### config.mk
export PLATFORM = sky130hd
export DESIGN_NAME = pid_controller_step
export DESIGN_NICKNAME = d
export VERILOG_FILES = /design/src/sv/pidc_pkg.sv /design/src/sv/pidc_divider.sv /design/src/sv/pid_controller_step.sv
export VERILOG_INCLUDE_DIRS = /design/src /design/src/sv
export SDC_FILE = /design/constraint.sdc
export NUM_CORES = 2
export LEC_CHECK = 0
export ABC_AREA = 1
export BUFFER_PORTS_ARGS = -buffer_cell sky130_fd_sc_hd__clkbuf_2
export CAP_MARGIN = 20
export CORE_MARGIN = 10
export CORE_UTILIZATION = 35
export DETAILED_ROUTE_END_ITERATION = 7
export HOLD_SLACK_MARGIN = 0.1
export PLACE_DENSITY = 0.47
export SLEW_MARGIN = 40
export SYNTH_ARGS = -nofsm -noshare
export SYNTH_HDL_FRONTEND = slang
export SYNTH_SLANG_ARGS = --single-unit
### constraint.sdc
create_clock -name aclk -period 6.9 [get_ports aclk]
set_input_delay 0.345 -clock aclk [delete_from_list [all_inputs] [get_ports aclk]]
set_output_delay 0.345 -clock aclk [all_outputs]
set_load 0.01 [all_outputs]
### src/sv/pid_controller_step_macros.svh
// assertion macros for the pid controller step block
// expects a clock named aclk and an active-low reset named aresetn in scope
`ifndef PID_CONTROLLER_STEP_MACROS_SVH
`define PID_CONTROLLER_STEP_MACROS_SVH

// same-cycle implication
`define PIDC_ASSERT_SAME(label, ante, cons) \
    label: assert property (@(posedge aclk) disable iff (!aresetn) (ante) |-> (cons)) \
        else $error("pidc: same-cycle check failed");

// next-cycle implication
`define PIDC_ASSERT_NEXT(label, ante, cons) \
    label: assert property (@(posedge aclk) disable iff (!aresetn) (ante) |=> (cons)) \
        else $error("pidc: next-cycle check failed");

`endif

### src/sv/pidc_pkg.sv
// pidc_pkg: widths, divider request/response types and the control program
// used by pidc_divider and pid_controller_step; no dependencies
`timescale 1ns / 1ps

package pidc_pkg;

    localparam int GAIN_FRAC_BITS = 8;
    localparam int SUM_WIDTH      = 32;

    localparam int GAIN_W  = 16;
    localparam int PER_W   = 8;
    localparam int IN_W    = 16;
    localparam int ERR_W   = IN_W + 1;
    localparam int DIFF_W  = ERR_W + 1;
    localparam int DRIVE_W = 32;

    localparam int MUL_A_W = (SUM_WIDTH > DIFF_W) ? SUM_WIDTH : DIFF_W;
    localparam int MUL_B_W = ((GAIN_W > PER_W + 1) ? GAIN_W : PER_W + 1) + 2;
    localparam int PROD_W  = MUL_A_W + MUL_B_W;
    localparam int ACC_W   = PROD_W + 2;

    localparam int DIV_CNT_W = $clog2(DIFF_W + 1);

    // configuration register indexes
    typedef enum logic [1:0] {
        CFG_PROP_GAIN     = 2'd0,
        CFG_INTEG_GAIN    = 2'd1,
        CFG_DERIV_GAIN    = 2'd2,
        CFG_SAMPLE_PERIOD = 2'd3
    } cfg_index_t;

    typedef struct packed {
        logic                     start;
        logic signed [DIFF_W-1:0] dividend;
        logic        [PER_W-1:0]  divisor;
    } div_req_t;

    typedef struct packed {
        logic                     busy;
        logic signed [DIFF_W-1:0] quotient;
    } div_rsp_t;

    // multiplier operand pairs
    typedef enum logic [1:0] {
        MUL_ERR_PER = 2'd0,
        MUL_KP_ERR  = 2'd1,
        MUL_KI_INT  = 2'd2,
        MUL_KD_QUO  = 2'd3
    } mul_sel_t;

    typedef struct packed {
        logic     mul_en;
        mul_sel_t mul_sel;
        logic     acc_clr;
        logic     acc_add;
        logic     integ_upd;
        logic     div_start;
        logic     wait_div;
        logic     out_step;
    } ucode_t;

    localparam int STEP_W = 3;

    typedef enum logic [STEP_W-1:0] {
        ST_ERR_PER  = 3'd0,
        ST_INTEG    = 3'd1,
        ST_P_TERM   = 3'd2,
        ST_I_TERM   = 3'd3,
        ST_WAIT_DIV = 3'd4,
        ST_D_MUL    = 3'd5,
        ST_D_TERM   = 3'd6,
        ST_OUT      = 3'd7
    } step_t;

    function automatic ucode_t ucode_rom(input step_t step);
        ucode_t cw;
        cw = '0;
        cw.mul_sel = MUL_ERR_PER;
        unique case (step)
            ST_ERR_PER: begin
                cw.mul_en    = 1'b1;
                cw.mul_sel   = MUL_ERR_PER;
                cw.acc_clr   = 1'b1;
                cw.div_start = 1'b1;
            end
            ST_INTEG: begin
                cw.integ_upd = 1'b1;
                cw.mul_en    = 1'b1;
                cw.mul_sel   = MUL_KP_ERR;
            end
            ST_P_TERM: begin
                cw.acc_add = 1'b1;
                cw.mul_en  = 1'b1;
                cw.mul_sel = MUL_KI_INT;
            end
            ST_I_TERM: begin
                cw.acc_add = 1'b1;
            end
            ST_WAIT_DIV: begin
                cw.wait_div = 1'b1;
            end
            ST_D_MUL: begin
                cw.mul_en  = 1'b1;
                cw.mul_sel = MUL_KD_QUO;
            end
            ST_D_TERM: begin
                cw.acc_add = 1'b1;
            end
            ST_OUT: begin
                cw.out_step = 1'b1;
            end
            default: begin
                cw.out_step = 1'b1;
            end
        endcase
        return cw;
    endfunction

endpackage

### src/sv/pidc_divider.sv
// pidc_divider: serial restoring divider, signed dividend by unsigned divisor,
// quotient truncated toward zero, one quotient bit per cycle; uses pidc_pkg
`timescale 1ns / 1ps

module pidc_divider
    import pidc_pkg::*;
(
    input  logic     aclk,
    input  logic     aresetn,
    input  div_req_t req,
    output div_rsp_t rsp
);

    logic                 busy_reg, busy_next;
    logic [DIV_CNT_W-1:0] cnt_reg, cnt_next;
    logic [DIFF_W-1:0]    quo_reg, quo_next;
    logic [PER_W-1:0]     rem_reg, rem_next;
    logic [PER_W-1:0]     dvs_reg, dvs_next;
    logic                 neg_reg, neg_next;

    logic [PER_W:0]       rem_shift;
    logic [PER_W:0]       rem_trial;

    always_comb begin
        rem_shift = {rem_reg, quo_reg[DIFF_W-1]};
        rem_trial = rem_shift - {1'b0, dvs_reg};
    end

    always_comb begin
        busy_next = busy_reg;
        cnt_next  = cnt_reg;
        quo_next  = quo_reg;
        rem_next  = rem_reg;
        dvs_next  = dvs_reg;
        neg_next  = neg_reg;
        if (req.start) begin
            busy_next = 1'b1;
            cnt_next  = DIV_CNT_W'(DIFF_W);
            rem_next  = '0;
            dvs_next  = req.divisor;
            neg_next  = req.dividend[DIFF_W-1];
            quo_next  = req.dividend[DIFF_W-1] ? DIFF_W'(-req.dividend)
                                               : DIFF_W'(req.dividend);
        end else if (busy_reg) begin
            if (!rem_trial[PER_W]) begin
                rem_next = rem_trial[PER_W-1:0];
                quo_next = {quo_reg[DIFF_W-2:0], 1'b1};
            end else begin
                rem_next = rem_shift[PER_W-1:0];
                quo_next = {quo_reg[DIFF_W-2:0], 1'b0};
            end
            cnt_next = cnt_reg - 1'b1;
            if (cnt_reg == DIV_CNT_W'(1)) begin
                busy_next = 1'b0;
            end
        end
    end

    always_ff @(posedge aclk) begin
        if (!aresetn) begin
            busy_reg <= 1'b0;
            cnt_reg  <= '0;
        end else begin
            busy_reg <= busy_next;
            cnt_reg  <= cnt_next;
        end
        quo_reg <= quo_next;
        rem_reg <= rem_next;
        dvs_reg <= dvs_next;
        neg_reg <= neg_next;
    end

    assign rsp.busy     = busy_reg;
    assign rsp.quotient = neg_reg ? $signed(-quo_reg) : $signed(quo_reg);

endmodule

### src/sv/pid_controller_step.sv
// pid_controller_step: positional pid controller, microcoded over one shared
// multiplier and accumulator; uses pidc_pkg, pidc_divider and the macro header
//
//   channel  dir  handshake          payload
//   s_       in   s_valid/s_ready    s_setpoint, s_measured
//   m_       out  m_valid/m_ready    m_drive, m_clipped
//   cfg_     in   cfg_we             cfg_index, cfg_wdata
//
// one transaction runs from acceptance to the result register, and the next one
// is accepted only once that result is loaded, so transactions do not overlap;
// the serial divider for the derivative term takes most of that time, the rest
// is the eight-step control program sharing one 32x18 multiplier.
// s_ready is high whenever no transaction is in the program.
// a result waiting in the output register stalls only the last step.
// aresetn is synchronous; gains reset to zero, sample period to one.
`timescale 1ns / 1ps
`include "pid_controller_step_macros.svh"

module pid_controller_step
    import pidc_pkg::*;
(
    input  logic                      aclk,
    input  logic                      aresetn,

    input  logic                      s_valid,
    output logic                      s_ready,
    input  logic signed [IN_W-1:0]    s_setpoint,
    input  logic signed [IN_W-1:0]    s_measured,

    output logic                      m_valid,
    input  logic                      m_ready,
    output logic signed [DRIVE_W-1:0] m_drive,
    output logic                      m_clipped,

    input  logic                      cfg_we,
    input  logic [1:0]                cfg_index,
    input  logic [GAIN_W-1:0]         cfg_wdata
);

    // configuration
    logic signed [GAIN_W-1:0] kp_reg, ki_reg, kd_reg;
    logic        [PER_W-1:0]  per_reg;

    always_ff @(posedge aclk) begin
        if (!aresetn) begin
            kp_reg  <= '0;
            ki_reg  <= '0;
            kd_reg  <= '0;
            per_reg <= PER_W'(1);
        end else if (cfg_we) begin
            unique case (cfg_index_t'(cfg_index))
                CFG_PROP_GAIN:     kp_reg  <= cfg_wdata;
                CFG_INTEG_GAIN:    ki_reg  <= cfg_wdata;
                CFG_DERIV_GAIN:    kd_reg  <= cfg_wdata;
                CFG_SAMPLE_PERIOD: per_reg <= cfg_wdata[PER_W-1:0];
                default: ;
            endcase
        end
    end

    // sequencer
    logic   busy_reg, busy_next;
    step_t  step_reg, step_next;
    ucode_t cw;
    logic   accept;
    logic   out_free;
    logic   out_load;

    div_req_t div_req;
    div_rsp_t div_rsp;

    assign accept   = s_valid && s_ready;
    assign s_ready  = !busy_reg;
    assign cw       = ucode_rom(step_reg);
    assign out_free = !m_valid || m_ready;
    assign out_load = busy_reg && cw.out_step && out_free;

    always_comb begin
        busy_next = busy_reg;
        step_next = step_reg;
        if (accept) begin
            busy_next = 1'b1;
            step_next = ST_ERR_PER;
        end else if (busy_reg) begin
            if (cw.out_step) begin
                if (out_free) begin
                    busy_next = 1'b0;
                end
            end else if (!(cw.wait_div && div_rsp.busy)) begin
                step_next = step_t'(step_reg + 1'b1);
            end
        end
    end

    always_ff @(posedge aclk) begin
        if (!aresetn) begin
            busy_reg <= 1'b0;
            step_reg <= ST_ERR_PER;
        end else begin
            busy_reg <= busy_next;
            step_reg <= step_next;
        end
    end

    // datapath
    logic signed [ERR_W-1:0]     err_reg;
    logic signed [ERR_W-1:0]     prev_err_reg;
    logic signed [SUM_WIDTH-1:0] integ_reg;
    logic signed [PROD_W-1:0]    prod_reg;
    logic signed [ACC_W-1:0]     acc_reg;
    logic                        clip_reg;

    logic signed [MUL_A_W-1:0]     mul_a;
    logic signed [MUL_B_W-1:0]     mul_b;
    logic signed [SUM_WIDTH+1:0]   isum;
    logic                          isum_ovf;
    logic signed [SUM_WIDTH-1:0]   isum_sat;
    logic signed [ACC_W-1:0]       shifted;
    logic                          drv_ovf;
    logic signed [DRIVE_W-1:0]     drv_sat;

    always_comb begin
        mul_a = '0;
        mul_b = '0;
        unique case (cw.mul_sel)
            MUL_ERR_PER: begin
                mul_a = MUL_A_W'(err_reg);
                mul_b = $signed({{(MUL_B_W-PER_W){1'b0}}, per_reg});
            end
            MUL_KP_ERR: begin
                mul_a = MUL_A_W'(err_reg);
                mul_b = MUL_B_W'(kp_reg);
            end
            MUL_KI_INT: begin
                mul_a = MUL_A_W'(integ_reg);
                mul_b = MUL_B_W'(ki_reg);
            end
            MUL_KD_QUO: begin
                mul_a = MUL_A_W'(div_rsp.quotient);
                mul_b = MUL_B_W'(kd_reg);
            end
            default: ;
        endcase
    end

    // integral clamp
    always_comb begin
        isum     = (SUM_WIDTH+2)'(integ_reg) + $signed(prod_reg[SUM_WIDTH+1:0]);
        isum_ovf = (isum[SUM_WIDTH+1:SUM_WIDTH-1] != '0)
                && (isum[SUM_WIDTH+1:SUM_WIDTH-1] != '1);
        if (!isum_ovf) begin
            isum_sat = isum[SUM_WIDTH-1:0];
        end else if (isum[SUM_WIDTH+1]) begin
            isum_sat = {1'b1, {(SUM_WIDTH-1){1'b0}}};
        end else begin
            isum_sat = {1'b0, {(SUM_WIDTH-1){1'b1}}};
        end
    end

    // drive: floor shift then clamp
    always_comb begin
        shifted = acc_reg >>> GAIN_FRAC_BITS;
        drv_ovf = (shifted[ACC_W-1:DRIVE_W-1] != '0)
               && (shifted[ACC_W-1:DRIVE_W-1] != '1);
        if (!drv_ovf) begin
            drv_sat = shifted[DRIVE_W-1:0];
        end else if (shifted[ACC_W-1]) begin
            drv_sat = {1'b1, {(DRIVE_W-1){1'b0}}};
        end else begin
            drv_sat = {1'b0, {(DRIVE_W-1){1'b1}}};
        end
    end

    assign div_req.start    = busy_reg && cw.div_start;
    assign div_req.dividend = DIFF_W'(err_reg) - DIFF_W'(prev_err_reg);
    assign div_req.divisor  = (per_reg == '0) ? PER_W'(1) : per_reg;

    pidc_divider u_div (
        .aclk    (aclk),
        .aresetn (aresetn),
        .req     (div_req),
        .rsp     (div_rsp)
    );

    always_ff @(posedge aclk) begin
        if (!aresetn) begin
            integ_reg    <= '0;
            prev_err_reg <= '0;
        end else begin
            if (busy_reg && cw.integ_upd) begin
                integ_reg <= isum_sat;
            end
            if (out_load) begin
                prev_err_reg <= err_reg;
            end
        end
    end

    always_ff @(posedge aclk) begin
        if (accept) begin
            err_reg  <= ERR_W'(s_setpoint) - ERR_W'(s_measured);
            clip_reg <= 1'b0;
        end else if (busy_reg && cw.integ_upd && isum_ovf) begin
            clip_reg <= 1'b1;
        end
        if (busy_reg && cw.mul_en) begin
            prod_reg <= mul_a * mul_b;
        end
        if (busy_reg && cw.acc_clr) begin
            acc_reg <= '0;
        end else if (busy_reg && cw.acc_add) begin
            acc_reg <= acc_reg + ACC_W'(prod_reg);
        end
    end

    // result register
    logic m_valid_reg;

    always_ff @(posedge aclk) begin
        if (!aresetn) begin
            m_valid_reg <= 1'b0;
        end else if (out_load) begin
            m_valid_reg <= 1'b1;
        end else if (m_ready) begin
            m_valid_reg <= 1'b0;
        end
    end

    always_ff @(posedge aclk) begin
        if (out_load) begin
            m_drive   <= drv_sat;
            m_clipped <= clip_reg || drv_ovf;
        end
    end

    assign m_valid = m_valid_reg;

    `PIDC_ASSERT_NEXT(a_start_step, accept, busy_reg && step_reg == ST_ERR_PER)
    `PIDC_ASSERT_SAME(a_div_idle, !busy_reg, !div_rsp.busy)
    `PIDC_ASSERT_NEXT(a_wait_hold, busy_reg && cw.wait_div && div_rsp.busy, step_reg == ST_WAIT_DIV)
    `PIDC_ASSERT_NEXT(a_out_done, out_load, !busy_reg && m_valid)

endmodule
==> metrics <==
number of synthesized flops with an enable pin=127; syn avg cell area=approximately 7.6 um2; max reg flops=52; Worst-Margin Slew=a little under 800 ps; commonest cells after routing, fill and taps aside=1090 x inv_1, 974 x nand2_1, 516 x buf_4, 489 x fa_1, 473 x nor2_1; DR WL/cell=roughly 19 um; core area=114800 um2; Gate power share=0.817; commonest non-fill, non-tap cell in the layout=inv_1; Layout Cells excl Fill=7559; die area=130100 um2; CP arrival=around 7400 ps; ys async rst share=0; num rows=124; global-route wire length before repair=around 220 mm; startpoint types=flop; CP max stage delay=580 ps; Tot GR Track Use=0.2151; final WL=142.5 mm; Min Hold Slack=180.4 ps; largest net degree at the start of global routing=slightly above 70; RSZ-0062 raised after global routing=yes; Area growth syn-to-layout=29.23%; register area=around 7400 um2; Sw Share=0.4921; status=finished with violations; Yosys reg bits=roughly 300; Final Max Slew Viols=0; cell family contributing the most delay on the critical path=adder cells; Synth Instances=roughly 5400; CTS tree=built; Total Power=between 0.02 and 0.03 W; footprint of the multi-input gates=around 31000 um2; Buffers & Inverters on Critical Path=13; clk_skew=about 46 ps; CTS Sinks=roughly 300; final core occ=0.4574; starting density of the core=0.3539; drt first pass iters=6; DRC Markers=0; H-tree lvl count=2; Power Dens Cells=slightly above 500 nW/um2; post-route clock period utilization=1.035; CP endpoint kind=flop; post-synthesis sequential area ratio=0.1810; IO Port Bufs=just under 90; Clk network pwr share=0.073; clk root buf=clkbuf_16; Min-Delay Path Class=primary input to flop; placer congestion estimate=0.9352; Max clock buf depth=3; GRT overflow=0; Rel. slew slack=0.4700; final setup violation count=22; ys flop type=dfxtp_1; sequential share of power=0.111; CP Class=flop to flop; Ant. Diodes=0; Clock Pin Slew Worst Setup and Hold Paths=~60 ps; detailed-route via count=around 37000; vias per std cell=4.829; dpl hpwl=between 100 and 150 mm; 1st-iter DRT viols=2188; initial antenna violation count=0; Sw Pwr=roughly 0.013 W; worst skew pair latency=~580 ps; Horiz. Die Dim=between 300 and 400 um; Internal Pwr Total=roughly 0.014 W; Fill cells=between 10000 and 15000; vias in the first global route=37590; failing checks=setup timing; die height=between 300 and 400 um; worst setup margin=-239.7 ps; Crit-path slowest cell=fa_2; layout cell share with drive strength beyond 1=0.2375; leak pwr=25.37 nW; final hold vios=0; Netlist cell types=56; number of top-level pins=90; crit path time final=7140 ps; Crit Path Max Fanout=6; maximum vdd drop=between 0.0005 and 0.0006 V; worst endpoint required time=7180 ps; Post-Syn Area=a little over 40000 um2; max-cap violation count=0; most used cell along the critical path=fa_1; max frequency=approximately 0.14 GHz; YS warnings=0; DRT antenna net count=0; syn nets=between 6000 and 7000; Inserted Clock Buffers=37; Cells after DPL=about 7300; Post-layout nets=6880
[worst paths after layout]
kind | startpoint | to | slack [ps] | cells after the start
min reg2reg | kd_reg[13]$_SDFFE_PN0P_ | kd_reg[13]$_SDFFE_PN0P_ | 460 | 2
min | s_measured[0] | err_reg[0]$_DFFE_PP_ | 180 | 3
max reg2reg | step_reg[0]$_SDFFE_PP0P_ | prod_reg[42]$_DFFE_PP_ | -240 | 34
max | step_reg[0]$_SDFFE_PP0P_ | prod_reg[42]$_DFFE_PP_ | -240 | 34
[power groups by stage]
| stage | combinational [W] | sequential (W) | clock (W) |
|---|---|---|---|
| after floorplan | 0.00914 | 0.00277 | 0 |
| after CTS | 0.0196 | 0.00301 | 0.00204 |
| after global routing | 0.0243 | 0.00302 | 0.00210 |
| after global placement | 0.0162 | 0.00305 | 0 |
| final | 0.0222 | 0.00301 | 0.00198 |
| after detailed placement | 0.0162 | 0.00304 | 0 |
[worst reg2reg max path: cells and delay by family (launching register included)]
family / cells / cell delay (ps)
and+or+nand+nor: 4 / 310
xor gates and xnor gates: 1 / 160
buffers and inverters: 13 / 1310
DFF: 1 / 350
AOI/OAI and AO/OA: 8 / 1330
adders and majority gates: 8 / 3420
[per-stage QoR]
step	area, um2	setup TNS (ps)	worst slack (ps)
3_3_place_gp	46770	-15470	-780.3
2_1_floorplan	40650	0	27.39
6_report	52510	-2311	-239.7
5_1_grt	52510	-10000	-527.6
4_1_cts	50850	-1856	-185.9
3_5_place_dp	46770	-17250	-769.0
[Yosys cell counts, drive strengths merged (9+ instances only)]
cell type,count,area share
ha,258,0.079
o22ai,22,0.0034
xnor2,40,0.0086
a31oi,20,0.0031
a21boi,14,0.0028
o2111ai,9,0.0019
nand3b,10,0.0018
fa,547,0.27
buf,78,0.011
nand2,1078,0.10
edfxtp,127,0.094
o21ai,321,0.040
nand3,183,0.023
nand4,44,0.0068
o21bai,51,0.0094
nor2,592,0.056
nor3,28,0.0041
a21o,28,0.0052
xor2,89,0.019
nor4,14,0.0025
a21oi,297,0.040
dfxtp,177,0.087
inv,1201,0.11
clkbuf,67,0.0062
o211ai,17,0.0031
[area by class of cell]
| cell class | count | share of cell area |
|---|---|---|
| Sequential cell | 304 | 0.1401 |
| Timing Repair inverter | 2 | 0.0002621 |
| Timing Repair Buffer | 754 | 0.1266 |
| Clock buffer | 53 | 0.02054 |
| Clock inverter | 13 | 0.002359 |
| Multi-Input combinational cell | 3715 | 0.5858 |
| Inverter | 1206 | 0.08823 |
| Tap cell | 1512 | 0.03602 |
[layer usage]
metal | track usage | vias up | wire, um
met5 | 0 | - | 0
met4 | 0.05443 | 0 | 4252
met3 | 0.02154 | 184 | 5819
met2 | 0.3580 | 679 | 65900
met1 | 0.2972 | 17750 | 66500
li1 | - | 17890 | -
[repair_timing]
item                                    CTS  global route
setup buffers                            74            56
resized for setup                       469           333
hold buffers                             18             0
gates cloned                              6             4
pin swaps                               182           170
endpoints found under the hold margin    32             0
endpoints found under the setup margin   36            35
[kinds of logic (layout without fill, tap and decap cells)]
kind of cell             after synthesis  after routing  share of synthesized area
AND/OR/NAND/NOR                     1971           1971                     0.1979
buffers and inverters               1351           2028                     0.1286
AO/OA/AOI/OAI                        810            810                     0.1157
adder cells (fa/ha/maj)              805            805                     0.3489
flip-flops                           304            304                     0.1810
XOR/XNOR                             129            129                    0.02780
Note: power is estimated with default switching activity, not from simulation.
